### config.mk
export PLATFORM = sky130hd
export DESIGN_NAME = numeric_literal_scanner_top
export DESIGN_NICKNAME = d
export VERILOG_FILES = /design/src/rtl/nls_pkg.sv /design/src/rtl/nls_step.sv /design/src/rtl/numeric_literal_scanner_top.sv
export SDC_FILE = /design/constraint.sdc
export NUM_CORES = 1
export LEC_CHECK = 0
export ABC_CLOCK_PERIOD_IN_PS = 11400
export BUFFER_PORTS_ARGS = -buffer_cell sky130_fd_sc_hd__buf_2
export CORE_MARGIN = 8
export CORE_UTILIZATION = 60
export CTS_BUF_LIST = sky130_fd_sc_hd__clkbuf_16
export DETAILED_ROUTE_END_ITERATION = 10
export MAX_ROUTING_LAYER = met4
export PLACE_DENSITY_LB_ADDON = 0.12
export SLEW_MARGIN = 0
export SYNTH_ARGS = -nofsm -noshare
export SYNTH_HDL_FRONTEND = slang
export SYNTH_SLANG_ARGS = --single-unit
### constraint.sdc
create_clock -name clk_i -period 11.4 [get_ports clk_i]
set_clock_uncertainty 0.2 [all_clocks]
set_input_delay 1.14 -clock clk_i [delete_from_list [all_inputs] [get_ports clk_i]]
set_output_delay 1.14 -clock clk_i [all_outputs]
set_load 0.05 [all_outputs]
### src/rtl/nls_pkg.sv
// ----------------------------------------------------------------------------
// Numeric literal scanner package
// Beat types, scan modes, literal kinds and character codes shared by the
// scanner step logic and the top level.
// ----------------------------------------------------------------------------
`timescale 1ns / 1ps
`default_nettype none

package nls_pkg;

  // Input beat: one source character or the end-of-text marker.
  typedef struct packed {
    logic [7:0] character;
    logic       text_end;
  } in_t;

  // Output beat: one finished literal.
  typedef struct packed {
    logic [15:0] value;
    logic [2:0]  kind;
    logic        char_returned;
  } out_t;

  typedef enum logic [5:0] {
    MODE_START     = 6'b000001,
    MODE_BACKSLASH = 6'b000010,
    MODE_ESC_HEX   = 6'b000100,
    MODE_ZERO      = 6'b001000,
    MODE_HEX       = 6'b010000,
    MODE_DEC       = 6'b100000
  } mode_e;

  localparam logic [2:0] KIND_DEC     = 3'd0;
  localparam logic [2:0] KIND_HEX     = 3'd1;
  localparam logic [2:0] KIND_ESC     = 3'd2;
  localparam logic [2:0] KIND_ZERO    = 3'd3;
  localparam logic [2:0] KIND_INVALID = 3'd4;

  localparam logic [15:0] INVALID_VALUE = 16'hFFFF;
  localparam logic [15:0] ESC_HEX_MASK  = 16'h00FF;

  localparam logic [7:0] CHAR_BACKSLASH = 8'h5C;
  localparam logic [7:0] CHAR_ZERO      = 8'h30;
  localparam logic [7:0] CHAR_NINE      = 8'h39;
  localparam logic [7:0] CHAR_UC_A      = 8'h41;
  localparam logic [7:0] CHAR_UC_F      = 8'h46;
  localparam logic [7:0] CHAR_LC_A      = 8'h61;
  localparam logic [7:0] CHAR_LC_F      = 8'h66;
  localparam logic [7:0] CHAR_LC_N      = 8'h6E;
  localparam logic [7:0] CHAR_LC_R      = 8'h72;
  localparam logic [7:0] CHAR_LC_T      = 8'h74;
  localparam logic [7:0] CHAR_LC_X      = 8'h78;
  localparam logic [7:0] CHAR_DQUOTE    = 8'h22;
  localparam logic [7:0] CHAR_SQUOTE    = 8'h27;

  localparam logic [15:0] CODE_NEWLINE = 16'h000A;
  localparam logic [15:0] CODE_CR      = 16'h000D;
  localparam logic [15:0] CODE_TAB     = 16'h0009;
  localparam logic [15:0] CODE_DQUOTE  = 16'h0022;
  localparam logic [15:0] CODE_SQUOTE  = 16'h0027;

endpackage

`default_nettype wire

### src/rtl/nls_step.sv
// ----------------------------------------------------------------------------
// Numeric literal scanner step
// Combinational next state of the scanner for one character: new mode,
// new accumulator, and the finished literal when this character ends one.
// ----------------------------------------------------------------------------
`timescale 1ns / 1ps
`default_nettype none

module nls_step
  import nls_pkg::*;
#(
  parameter int unsigned VALUE_BITS = 16
) (
  input  mode_e                 mode_i,
  input  logic [VALUE_BITS-1:0] acc_i,
  input  in_t                   item_i,
  output mode_e                 mode_o,
  output logic [VALUE_BITS-1:0] acc_o,
  output logic                  emit_o,
  output out_t                  result_o
);

  logic [7:0]            c;
  logic                  at_end;
  logic                  is_dec;
  logic                  is_uc;
  logic                  is_lc;
  logic                  is_hex;
  logic [3:0]            digit;
  logic [31:0]           acc_ext;
  logic [15:0]           acc_low;
  logic [VALUE_BITS-1:0] dec_next;
  logic [VALUE_BITS-1:0] hex_next;

  assign c       = item_i.character;
  assign at_end  = item_i.text_end;
  assign is_dec  = (c >= CHAR_ZERO) && (c <= CHAR_NINE);
  assign is_uc   = (c >= CHAR_UC_A) && (c <= CHAR_UC_F);
  assign is_lc   = (c >= CHAR_LC_A) && (c <= CHAR_LC_F);
  assign is_hex  = is_dec || is_uc || is_lc;
  assign acc_ext = 32'(acc_i);
  assign acc_low = acc_ext[15:0];

  always_comb begin
    digit = 4'd0;
    if (is_dec) begin
      digit = 4'(c - CHAR_ZERO);
    end else if (is_uc) begin
      digit = 4'(c - CHAR_UC_A + 8'd10);
    end else if (is_lc) begin
      digit = 4'(c - CHAR_LC_A + 8'd10);
    end
  end

  // Times ten as two shifts and an add; the sum wraps at the accumulator width.
  assign dec_next = (acc_i << 3) + (acc_i << 1) + VALUE_BITS'(digit);
  assign hex_next = (acc_i << 4) | VALUE_BITS'(digit);

  always_comb begin
    mode_o   = mode_i;
    acc_o    = acc_i;
    emit_o   = 1'b0;
    result_o = '{value: INVALID_VALUE, kind: KIND_INVALID, char_returned: 1'b0};

    unique case (mode_i)
      MODE_BACKSLASH: begin
        emit_o = 1'b1;
        if (!at_end) begin
          unique case (c)
            CHAR_LC_N:   result_o = '{value: CODE_NEWLINE, kind: KIND_ESC, char_returned: 1'b0};
            CHAR_LC_R:   result_o = '{value: CODE_CR, kind: KIND_ESC, char_returned: 1'b0};
            CHAR_LC_T:   result_o = '{value: CODE_TAB, kind: KIND_ESC, char_returned: 1'b0};
            CHAR_DQUOTE: result_o = '{value: CODE_DQUOTE, kind: KIND_ESC, char_returned: 1'b0};
            CHAR_SQUOTE: result_o = '{value: CODE_SQUOTE, kind: KIND_ESC, char_returned: 1'b0};
            CHAR_LC_X: begin
              emit_o = 1'b0;
              mode_o = MODE_ESC_HEX;
              acc_o  = '0;
            end
            default: ;
          endcase
        end
      end
      MODE_ESC_HEX, MODE_HEX: begin
        if (!at_end && is_hex) begin
          acc_o = hex_next;
        end else begin
          emit_o = 1'b1;
          if (mode_i == MODE_ESC_HEX) begin
            result_o = '{value: acc_low & ESC_HEX_MASK, kind: KIND_ESC,
                         char_returned: ~at_end};
          end else begin
            result_o = '{value: acc_low, kind: KIND_HEX, char_returned: ~at_end};
          end
        end
      end
      MODE_ZERO: begin
        if (!at_end && c == CHAR_LC_X) begin
          mode_o = MODE_HEX;
          acc_o  = '0;
        end else begin
          emit_o   = 1'b1;
          result_o = '{value: 16'h0000, kind: KIND_ZERO, char_returned: ~at_end};
        end
      end
      MODE_DEC: begin
        if (!at_end && is_dec) begin
          acc_o = dec_next;
        end else begin
          emit_o   = 1'b1;
          result_o = '{value: acc_low, kind: KIND_DEC, char_returned: ~at_end};
        end
      end
      default: begin
        // Start state: a backslash, a zero or a nonzero digit opens a literal.
        if (at_end) begin
          emit_o = 1'b1;
        end else if (c == CHAR_BACKSLASH) begin
          mode_o = MODE_BACKSLASH;
          acc_o  = '0;
        end else if (c == CHAR_ZERO) begin
          mode_o = MODE_ZERO;
          acc_o  = '0;
        end else if (is_dec) begin
          mode_o = MODE_DEC;
          acc_o  = VALUE_BITS'(digit);
        end else begin
          emit_o   = 1'b1;
          result_o = '{value: INVALID_VALUE, kind: KIND_INVALID, char_returned: 1'b1};
        end
      end
    endcase

    if (emit_o) begin
      mode_o = MODE_START;
      acc_o  = '0;
    end
  end

endmodule

`default_nettype wire

### src/rtl/numeric_literal_scanner_top.sv
// ----------------------------------------------------------------------------
// Numeric literal scanner
// Scans C-style number literals from a character stream, one beat per cycle.
// ----------------------------------------------------------------------------
// The scanner takes one character beat per cycle and emits at most one
// literal beat per character: decimal, lone zero, 0x hex, or a backslash
// escape, with invalid starts and unknown escapes reported as the invalid
// kind. A beat is held in the input register; once the result register is
// free, the step logic updates the scan mode and accumulator and, when a
// literal ends, loads the result register. The sustained rate is one
// character per cycle; the input stalls only while a result waits
// unaccepted. When char_returned is set, the producer must present that
// character again.
`timescale 1ns / 1ps
`default_nettype none

module numeric_literal_scanner_top
  import nls_pkg::*;
#(
  parameter int unsigned VALUE_BITS = 16
) (
  input  logic clk_i,
  input  logic rst_ni,
  input  logic in_valid_i,
  output logic in_ready_o,
  input  in_t  in_data_i,
  output logic out_valid_o,
  input  logic out_ready_i,
  output out_t out_data_o
);

  logic                  in_valid_q;
  in_t                   in_q;
  logic                  out_valid_q;
  out_t                  out_q;
  mode_e                 mode_q;
  mode_e                 mode_d;
  logic [VALUE_BITS-1:0] acc_q;
  logic [VALUE_BITS-1:0] acc_d;
  logic                  emit;
  out_t                  result;
  logic                  advance;

  // The held character moves on once the result register is free.
  assign advance    = in_valid_q && (!out_valid_q || out_ready_i);
  assign in_ready_o = !in_valid_q || advance;

  nls_step #(
    .VALUE_BITS(VALUE_BITS)
  ) u_step (
    .mode_i  (mode_q),
    .acc_i   (acc_q),
    .item_i  (in_q),
    .mode_o  (mode_d),
    .acc_o   (acc_d),
    .emit_o  (emit),
    .result_o(result)
  );

  always_ff @(posedge clk_i or negedge rst_ni) begin
    if (!rst_ni) begin
      in_valid_q  <= 1'b0;
      out_valid_q <= 1'b0;
      mode_q      <= MODE_START;
      acc_q       <= '0;
    end else begin
      if (in_ready_o) begin
        in_valid_q <= in_valid_i;
      end
      if (advance) begin
        mode_q      <= mode_d;
        acc_q       <= acc_d;
        out_valid_q <= emit;
      end else if (out_ready_i) begin
        out_valid_q <= 1'b0;
      end
    end
  end

  always_ff @(posedge clk_i) begin
    if (in_valid_i && in_ready_o) begin
      in_q <= in_data_i;
    end
    if (advance && emit) begin
      out_q <= result;
    end
  end

  assign out_valid_o = out_valid_q;
  assign out_data_o  = out_q;

  // Every emitted literal leaves the scanner in the start state.
  a_start_after_emit: assert property (@(posedge clk_i) disable iff (!rst_ni)
    advance && emit |=> mode_q == MODE_START && acc_q == '0)
    else $error("scanner not back at start after a literal");

  // The invalid kind always carries the all-ones value.
  a_invalid_value: assert property (@(posedge clk_i) disable iff (!rst_ni)
    out_valid_o && out_data_o.kind == KIND_INVALID |-> out_data_o.value == INVALID_VALUE)
    else $error("invalid literal with a wrong value");

  // The end-of-text marker is never handed back.
  a_end_not_returned: assert property (@(posedge clk_i) disable iff (!rst_ni)
    advance && emit && in_q.text_end |-> !result.char_returned)
    else $error("end of text marked as returned");

  // With no character held, the input side never stalls.
  a_ready_when_empty: assert property (@(posedge clk_i) disable iff (!rst_ni)
    !in_valid_q |-> in_ready_o)
    else $error("input stalled while empty");

endmodule

`default_nettype wire
==> metrics.sh, run 1 <==
YOSYSSEQAREASHARE_PCT=39.63
FFS_LATCHES_SYNTH=53
INSERTION_DELAY_NS=0.29
MAX-VDD-IR-DROP_V=0.00006970
HOLDCRITPATHCLASS='flip-flop to flip-flop'
FIN_SETUP_TNS_NS=0
CRITICAL_PATH_REQUIRED_NS=11.35
LARGEST_NET_DEGREE_AT_THE_START_OF_GLOBAL_ROUTING=26
CRITPATHKIND='flip-flop to flip-flop'
CTS_MADE_BUFFERS=5
CTS.HOLD.BUFFERS_ADDED=0
SYNTH.AVG_CELL_AREA_UM2=9.504
TIMING.CRITICAL_PATH.SLOWEST_STAGE_CELL='sky130_fd_sc_hd__fa_1'
INITIALDRTVIOLATIONCOUNT=261
NETS=461
ANT_NETS=0
GRTUSAGEMET2_PCT=30.65
FRACTION_OF_MET3_TRACKS_USED_BY_GLOBAL_ROUTING_PCT=3.889
ANTENNA_FOUND_INITIAL=0
SYN_AREA_UM2=3716
GR-TOTAL-OVERFLOW=0
POSTSYNTH.TOPFLOPCELL='sky130_fd_sc_hd__edfxtp_1'
REPORT.POWER.TOTAL_mW=0.4239
SYNTH_CELLS=391
FINAL_ROUTED_WIRELENGTH_ACROSS_ALL_METAL_LAYERS_UM=8971
TIMING.FINAL.CRIT_PERIOD_NS=4.636
DETAIL_ROUTE.WL_PER_CELL_UM=18.27
POST-CTS-SETUP-BUFFER-COUNT=0
ASYNC_FLOP_SHARE_PCT=45.28
POST-ROUTE-DRC-COUNT=0
MAXSLEWVIOLCOUNT=0
IO_PINS=35
REG2REG_SLACK_NS=6.76
REPORTED_LEAKAGE_POWER_nW=1.687
GRT_MOST_USED_LAYER='met2'
CTS_SINKS=53
DRT_PRE_ANTENNA_ITERS=5
POST-DP-HPWL_UM=6645
GRT_PASS1_VIAS=2997
SETUP_VIOL=0
WIRE_LENGTH_OF_THE_FIRST_GLOBAL_ROUTING_PASS_UM=14520
POST_CTS_RESIZE_COUNT=0
MAX_CAP_VIOLATIONS=0
GROUTE.LAYER.MET1.USAGE_PCT=28.70
INITIAL_CORE_UTIL_PCT=62.39
GRT_UTIL_ALL_LAYERS_PCT=20.82
DIE_AREA_UM2=8968
CRITPATHMAXSTAGEDELAY_NS=0.53
CP-START-KIND='flip-flop'
CRITPATHMAXFANOUT=8
CLOCKROOTBUFFER='sky130_fd_sc_hd__clkbuf_16'
CRITICAL_PATH_CELL_BY_CELL='inv_1, ha_1, or3b_2, and4_1, o21ai_1, nor2_1, fa_1, inv_1, fa_1, nor2b_1, o2111ai_1, a31oi_1, nor2_1, a311oi_1, o221ai_1'
YOSYSUNIQUECELLTYPES=65
MAXCLOCKFREQUENCY_MHz=215.7
COREAREA_UM2=5956
CTS-ROOT-TO-SINK-BUFFERS=2
NUMBER_OF_SYNTHESIZED_FLOPS_WITH_AN_ENABLE_PIN=29
FLOORPLAN.DIE.HEIGHT_UM=94.70
POST-ROUTE-PERIOD-UTIL_PCT=40.67
NUM_VIAS=3251
PORT_BUFFERS=34
HOLD_WS_NS=0.3211
RUN_STATUS='finished, final reports clean'
GP_CONGESTION=0.9432
YS.WARNINGS.COUNT=0
WORSTMARGINPINSLEW_NS=1.111
POWERDENSITY_nW_PER_UM2=103.9
DETAIL_ROUTE.VIAS_PER_CELL=6.621
HOLD_VIOLATIONS=0
NUMBER_OF_FILL_CELLS=471
SYNTH_NETS=437
MAX-SLEW-MARGIN-REL_PCT=25.85
HTREE_NUM_LEVELS=2
POST_ROUTE_CELLS_DRIVE_ABOVE_1_SHARE_PCT=12.50
ROWS=28
ARRIVAL_NS=4.59
AREA_GROWTH_PCT=9.798
GRT_SETUP_UNREPAIRED='no'
CLK_TRANSITION_REPORTED_PATHS_NS=0.07
ENDPOINT_KIND='flip-flop'
TRITONCTS='built'
DIE_WIDTH_UM=94.70
ANTENNA_CELLS_INSERTED=0
## metal layers
layer  part of all wire, %  vias to the layer above
met2                    44                      163
met3                   9.0                        9
li1                      -                     1523
met5                     0                        -
met1                    46                     1556
met4                  0.97                        0
## cell families (layout without fill, tap and decap cells)
logic type,after synthesis,after routing,share of synthesized area (%)
AND/OR/NAND/NOR,143,143,20.34
AO/OA/AOI/OAI,114,114,20.74
flip-flops,53,53,39.63
adder cells (fa/ha/maj),33,33,11.52
buffers and inverters,30,55,3.333
XOR/XNOR,13,13,3.064
multiplexers,5,5,1.380
## report_power, final
| part | internal, mW | leakage, nW | switching, mW |
|---|---|---|---|
| sequential | 0.209 | 0.553 | 0.00653 |
| combinational | 0.0119 | 1.05 | 0.0287 |
| clock | 0.102 | 0.0850 | 0.0651 |
| total | 0.323 | 1.69 | 0.100 |
## cell usage after synthesis (all sizes together), types with 3 or more instances
| cell type | instances | area, µm² |
|---|---|---|
| a211o | 3 | 26.28 |
| a211oi | 7 | 52.55 |
| a21o | 14 | 105.1 |
| a21oi | 15 | 75.07 |
| a22oi | 3 | 22.52 |
| and3 | 8 | 50.05 |
| buf | 4 | 26.27 |
| clkbuf | 14 | 52.55 |
| dfrtp | 23 | 575.6 |
| edfxtp | 29 | 870.8 |
| ha | 31 | 387.9 |
| inv | 12 | 45.04 |
| mux2i | 4 | 40.04 |
| nand2 | 38 | 142.6 |
| nand2b | 5 | 31.28 |
| nand3 | 10 | 50.05 |
| nand3b | 5 | 37.54 |
| nand4b | 3 | 26.28 |
| nor2 | 31 | 116.4 |
| nor2b | 3 | 18.77 |
| nor3 | 11 | 55.05 |
| nor3b | 4 | 30.03 |
| o211ai | 4 | 30.03 |
| o21a | 3 | 22.52 |
| o21ai | 32 | 160.2 |
| o21bai | 4 | 30.03 |
| o221ai | 4 | 35.03 |
| o31ai | 3 | 22.52 |
| or2 | 3 | 18.77 |
| or3 | 5 | 36.28 |
| or4b | 3 | 30.03 |
| xnor2 | 8 | 70.07 |
| xor2 | 5 | 43.79 |
## registers in the layout, indices dropped and copies added, names as in the netlist
register,cells
out_valid_o,1
acc_q,16
out_data_o,20
in_valid_q,1
mode_q,6
in_q,9
## critical path: cells and delay by family, from the launching register on
family                     cells  cell delay [ns]
adders and majority gates      3             1.17
AOI/OAI and AO/OA              5             1.37
DFF                            1             0.44
buffers and inverters          2             0.24
and+or+nand+nor                5             1.10
## cells in the final DEF, fill, tap and decap left out, types with 10 or more instances in the layout
| cell | Yosys | layout |
|---|---|---|
| sky130_fd_sc_hd__a21o_1 | 14 | 14 |
| sky130_fd_sc_hd__a21oi_1 | 15 | 15 |
| sky130_fd_sc_hd__buf_2 | 3 | 34 |
| sky130_fd_sc_hd__dfrtp_1 | 23 | 23 |
| sky130_fd_sc_hd__edfxtp_1 | 29 | 29 |
| sky130_fd_sc_hd__ha_1 | 31 | 31 |
| sky130_fd_sc_hd__inv_1 | 12 | 13 |
| sky130_fd_sc_hd__nand2_1 | 38 | 38 |
| sky130_fd_sc_hd__nand3_1 | 10 | 10 |
| sky130_fd_sc_hd__nor2_1 | 31 | 30 |
| sky130_fd_sc_hd__nor3_1 | 11 | 10 |
| sky130_fd_sc_hd__o21ai_0 | 31 | 31 |
## worst paths after layout
kind,from,end,cells after the start
hold / removal,mode_q[0],mode_q[0],2
min in group asynchronous,rst_ni,acc_q[6],1
setup / recovery,in_q[1],acc_q[14],15
max in group asynchronous,rst_ni,acc_q[10],1
hold reg to reg,mode_q[0],mode_q[0],2
setup reg to reg,in_q[1],acc_q[14],15
## layout make-up
class	instances	area (µm²)	share of cell area, %
well taps	75	93.84	2.300
repair buffers	35	177.7	4.354
clock inverters	3	38.79	0.9506
flip-flops and latches	53	1473	36.09
inverters	12	45.04	1.104
clock buffers	5	125.1	3.067
multi-input cells	308	2127	52.13
## through the flow
stage,setup slack (ns),cells,area [µm²],utilization (%)
6_report,6.764,491,4080,68.51
3_5_place_dp,6.789,483,3916,65.76
4_1_cts,6.776,491,4080,68.51
2_1_floorplan,7.268,391,3716,-
3_3_place_gp,7.029,483,3916,65.76
5_1_grt,6.488,491,4080,68.51
(Power assumes the default switching activity.)
==> inputs of run 2 (changes only) <==
--- a/config.mk
+++ b/config.mk
@@ -5,10 +5,11 @@
 export SDC_FILE = /design/constraint.sdc
 export NUM_CORES = 1
 export LEC_CHECK = 0
-export ABC_CLOCK_PERIOD_IN_PS = 11400
+export ABC_AREA = 1
+export ABC_CLOCK_PERIOD_IN_PS = 3900
 export BUFFER_PORTS_ARGS = -buffer_cell sky130_fd_sc_hd__buf_2
 export CORE_MARGIN = 8
-export CORE_UTILIZATION = 60
+export CORE_UTILIZATION = 54
 export CTS_BUF_LIST = sky130_fd_sc_hd__clkbuf_16
 export DETAILED_ROUTE_END_ITERATION = 10
 export MAX_ROUTING_LAYER = met4
==> constraint.sdc (replaced) <==
create_clock -name clk_i -period 3.9 [get_ports clk_i]
set_clock_uncertainty 0.2 [all_clocks]
set_input_delay 0.39 -clock clk_i [delete_from_list [all_inputs] [get_ports clk_i]]
set_output_delay 0.39 -clock clk_i [all_outputs]
set_load 0.05 [all_outputs]
==> metrics.sh, run 2 <==
NUMBER_OF_FILL_CELLS=645  # +37%
NET-SWITCHING-POWER_mW=0.3801  # +280%
TIMING.FINAL.CRIT_PERIOD_NS=3.521  # -1.115 ns
LARGEST_NET_DEGREE_AT_THE_START_OF_GLOBAL_ROUTING=26  # unchanged
PLACE.DETAILED.INSTANCES=627  # +30%
GRT_PASS1_VIAS=3136  # +4.6%
POSTPLACECELLAREA_UM2=4098  # +4.6%
AREA_GROWTH_PCT=11.69
MAX-VDD-IR-DROP_V=0.0001831  # +160%
FINALWORSTSETUPSLACK_NS=0.3787  # -6.385 ns
POST-ROUTE-DRC-COUNT=0  # unchanged
TOP_CELLS_BY_COUNT_SYNTH='sky130_fd_sc_hd__nand2_1 (147), sky130_fd_sc_hd__nand3_1 (58), sky130_fd_sc_hd__inv_1 (57)'
HOLD_VIOLATIONS=0  # unchanged
GP_CONGESTION=0.9954  # +5.5%
SYNTH_CELLS=505  # +29%
INSERTION_DELAY_NS=0.29  # about the same
DRT_PRE_ANTENNA_ITERS=4  # -1
PORT_BUFFERS=34  # unchanged
CELL_INT_POWER_mW=0.9135  # +180%
LOGIC_GATE_SHARE_OF_TOTAL_POWER_PCT=16.7  # +7.1 points
CLOCKROOTBUFFER='sky130_fd_sc_hd__clkbuf_16'
CLOCKPOWERSHARE_PCT=33.4  # -6.1 points
GR-TOTAL-OVERFLOW=0  # unchanged
ANTENNA_FOUND_INITIAL=0  # unchanged
YOSYSSEQAREASHARE_PCT=38.33  # -1.3 points
FLOORPLAN.DIE.HEIGHT_UM=100.4  # +6.0%
MAXCLOCKFREQUENCY_MHz=284.0  # +32%
SYNTH_NETS=551  # +26%
PATH_BUF_INV=6  # +4
MAX-SLEW-MARGIN-REL_PCT=43.11  # +17 points
POWER_FRAC_SEQ_PCT=49.9  # -1.0 points
GRT_UTIL_ALL_LAYERS_PCT=19.49  # -1.3 points
YOSYSUNIQUECELLTYPES=42  # -35%
SETUP_VIOL=0  # unchanged
RUN_STATUS='finished, final reports clean'
COMMONEST_CELLS_AFTER_ROUTING_FILL_AND_TAPS_ASIDE='sky130_fd_sc_hd__nand2_1 (145), sky130_fd_sc_hd__nand3_1 (57), sky130_fd_sc_hd__inv_1 (56)'
ROWS=30  # +7.1%
IO_PINS=35  # unchanged
ANT_NETS=0  # unchanged
FFS_LATCHES_SYNTH=53  # unchanged
ENDPOINT_KIND='flip-flop'
CTS-ROOT-TO-SINK-BUFFERS=2  # unchanged
CRITICAL_PATH_CELL_BY_CELL='inv_2, ha_1, inv_1, nand3_2, nand2_1, nor2_1, nand2_2, inv_1, o21ai_1, inv_1, fa_1, inv_1, fa_1, inv_1, nand3_1, nand2_2, nand3_1, nand2_1, xnor2_1, o21ai_0, nand3_1, nand2_1'
FIN_SETUP_TNS_NS=0  # unchanged
INITIALDRTVIOLATIONCOUNT=216  # -17%
CTS_MADE_BUFFERS=5  # unchanged
YOSYS-TOP-CELLS-AREA='sky130_fd_sc_hd__edfxtp_1 (23%), sky130_fd_sc_hd__dfrtp_1 (15%), sky130_fd_sc_hd__nand2_1 (14%)'
WORSTMARGINPINSLEW_NS=0.8513  # -0.2597 ns
PLACE_WS_NS=0.2124  # -6.576 ns
MAXSLEWVIOLCOUNT=0  # unchanged
DIE_AREA_UM2=10070  # +12%
POSTSYNTH.TOPFLOPCELL='sky130_fd_sc_hd__edfxtp_1'
CELL_TAKING_THE_MOST_AREA_AFTER_SYNTHESIS='sky130_fd_sc_hd__edfxtp_1'
NUM_VIAS=3461  # +6.5%
CRITPATHKIND='flip-flop to flip-flop'
REPORTED_LEAKAGE_POWER_nW=2.077  # +23%
REPORT.POWER.TOTAL_mW=1.294  # +210%
TIMING.CRITICAL_PATH.SLOWEST_STAGE_CELL='sky130_fd_sc_hd__fa_1'
ARRIVAL_NS=3.49  # -1.10 ns
MAX_CAP_VIOLATIONS=0  # unchanged
SYN_AREA_UM2=3842  # +3.4%
FINAL-INSTANCE-COUNT-EXCL-FILL=640  # +30%
DIE_WIDTH_UM=100.4  # +6.0%
SYNTH.AVG_CELL_AREA_UM2=7.609  # -20%
CTS_SINKS=53  # unchanged
TIMING.CRITICAL_PATH.MODE_CELL='sky130_fd_sc_hd__inv_1'
CLK_TRANSITION_REPORTED_PATHS_NS=0.07  # about the same
ANTENNA_CELLS_INSERTED=0  # unchanged
WIRE_LENGTH_OF_THE_FIRST_GLOBAL_ROUTING_PASS_UM=15430  # +6.3%
CRITPATHMAXFANOUT=5  # -3
YOSYS.AREA.TOP_TYPE_SHARE_PCT=22.66  # -0.77 points
HTREE_NUM_LEVELS=2  # unchanged
FINAL_ROUTED_WIRELENGTH_ACROSS_ALL_METAL_LAYERS_UM=9331  # +4.0%
POWER.SHARE.SWITCHING_PCT=29.38  # +5.7 points
CRITICAL_PATH_REQUIRED_NS=3.87  # -7.48 ns
CP-START-KIND='flip-flop'
POST-DP-HPWL_UM=7225  # +8.7%
ASYNC_FLOP_SHARE_PCT=45.28  # unchanged
STDCELL_AREA_UM2=4292  # +5.2%
POWERDENSITY_nW_PER_UM2=301.4  # +190%
LAYOUT.CELLS.MOST_COMMON='sky130_fd_sc_hd__nand2_1'
NUMBER_OF_SYNTHESIZED_FLOPS_WITH_AN_ENABLE_PIN=29  # unchanged
CRIT_FAMILY='adder cells'
YS.WARNINGS.COUNT=0  # unchanged
INITIAL_CORE_UTIL_PCT=56.25  # -6.1 points
POST_ROUTE_CELLS_DRIVE_ABOVE_1_SHARE_PCT=13.97  # +1.5 points
TRITONCTS='built'
YOSYSMOSTFREQUENTCELL='sky130_fd_sc_hd__nand2_1'
POST-ROUTE-PERIOD-UTIL_PCT=90.29  # +50 points
DETAIL_ROUTE.WL_PER_CELL_UM=14.58  # -20%
COREAREA_UM2=6832  # +15%
NETS=589  # +28%
GRT_SETUP_UNREPAIRED='no'
LARGEST_REG_FLOPS=20  # unchanged
CRITPATHMAXSTAGEDELAY_NS=0.51  # -0.02 ns
DETAIL_ROUTE.VIAS_PER_CELL=5.408  # -18%
HOLDCRITPATHCLASS='primary input to flip-flop'
[run 2: changes by cell type in the layout (fill, tap and decap cells not counted), moves of 12 or more]
| cell | before | now |
|---|---|---|
| sky130_fd_sc_hd__o21ai_0 | 31 | 19 |
| sky130_fd_sc_hd__nand4_1 | 2 | 14 |
| sky130_fd_sc_hd__nor2_1 | 30 | 43 |
| sky130_fd_sc_hd__nand3_1 | 10 | 57 |
| sky130_fd_sc_hd__inv_1 | 13 | 56 |
| sky130_fd_sc_hd__a21o_1 | 14 | 1 |
| sky130_fd_sc_hd__nand2_1 | 38 | 145 |
[run 2: path summary, 6_finish.rpt]
check | start | endpoint | slack [ns] | cells after the start
max in group asynchronous | rst_ni | acc_q[11] | 2.63 | 2
worst min register to register | mode_q[0] | mode_q[0] | 0.27 | 2
worst min-delay path | in_data_i[0] | in_q[0] | 0.07 | 1
min in group asynchronous | rst_ni | acc_q[9] | 0.45 | 2
worst max register to register | in_q[2] | acc_q[8] | 0.38 | 22
worst max-delay path | in_q[2] | acc_q[8] | 0.38 | 22
[run 2: layer usage]
metal	track usage [%]	routed length, µm	up-vias
li1	-	-	1755
met1	28.27	4775	1596
met2	27.49	3863	99
met3	2.837	582	11
met4	5.000	109	0
met5	-	0	-
[run 2: logic make-up after synthesis]
| kind of cell | Yosys count | synth area share, % |
|---|---|---|
| AND/OR/NAND/NOR | 286 | 33.60 |
| buffers and inverters | 73 | 7.457 |
| AO/OA/AOI/OAI | 55 | 8.337 |
| flip-flops | 53 | 38.33 |
| adder cells (fa/ha/maj) | 33 | 11.14 |
| XOR/XNOR | 5 | 1.140 |
[run 2: through the flow]
stage	hold WS, ns	util (%)
finish	0.07084	62.82
detailed placement	0.2298	59.98
global route	0.06334	62.82
global placement	0.2270	59.98
CTS	0.06883	62.23
floorplan	-0.1056	-
[run 2: timing repair]
item                                    in CTS  in global routing
setup buffers                                0                  4
gates resized for setup                      0                  8
hold endpoints to repair                    23                  0
hold buffers                                 1                  0
endpoints found under the setup margin       0                  9
[run 2: power by group through the flow]
stage          registers, mW  clock network (mW)  logic, mW
2_1_floorplan          0.692                   0      0.118
3_3_place_gp           0.657                   0      0.207
3_5_place_dp           0.657                   0      0.209
4_1_cts                0.645               0.440      0.211
5_1_grt                0.648               0.465      0.240
6_report               0.645               0.433      0.216
[run 2: area by class of cell]
class | instances | area, µm² | share of cell area, %
Clock buffer | 5 | 125.1 | 2.915
Clock inverter | 3 | 18.77 | 0.4373
Inverter | 63 | 236.5 | 5.510
Multi-Input combinational cell | 379 | 2093 | 48.78
Sequential cell | 53 | 1473 | 34.31
Tap cell | 96 | 120.1 | 2.799
Timing Repair Buffer | 41 | 225.2 | 5.248
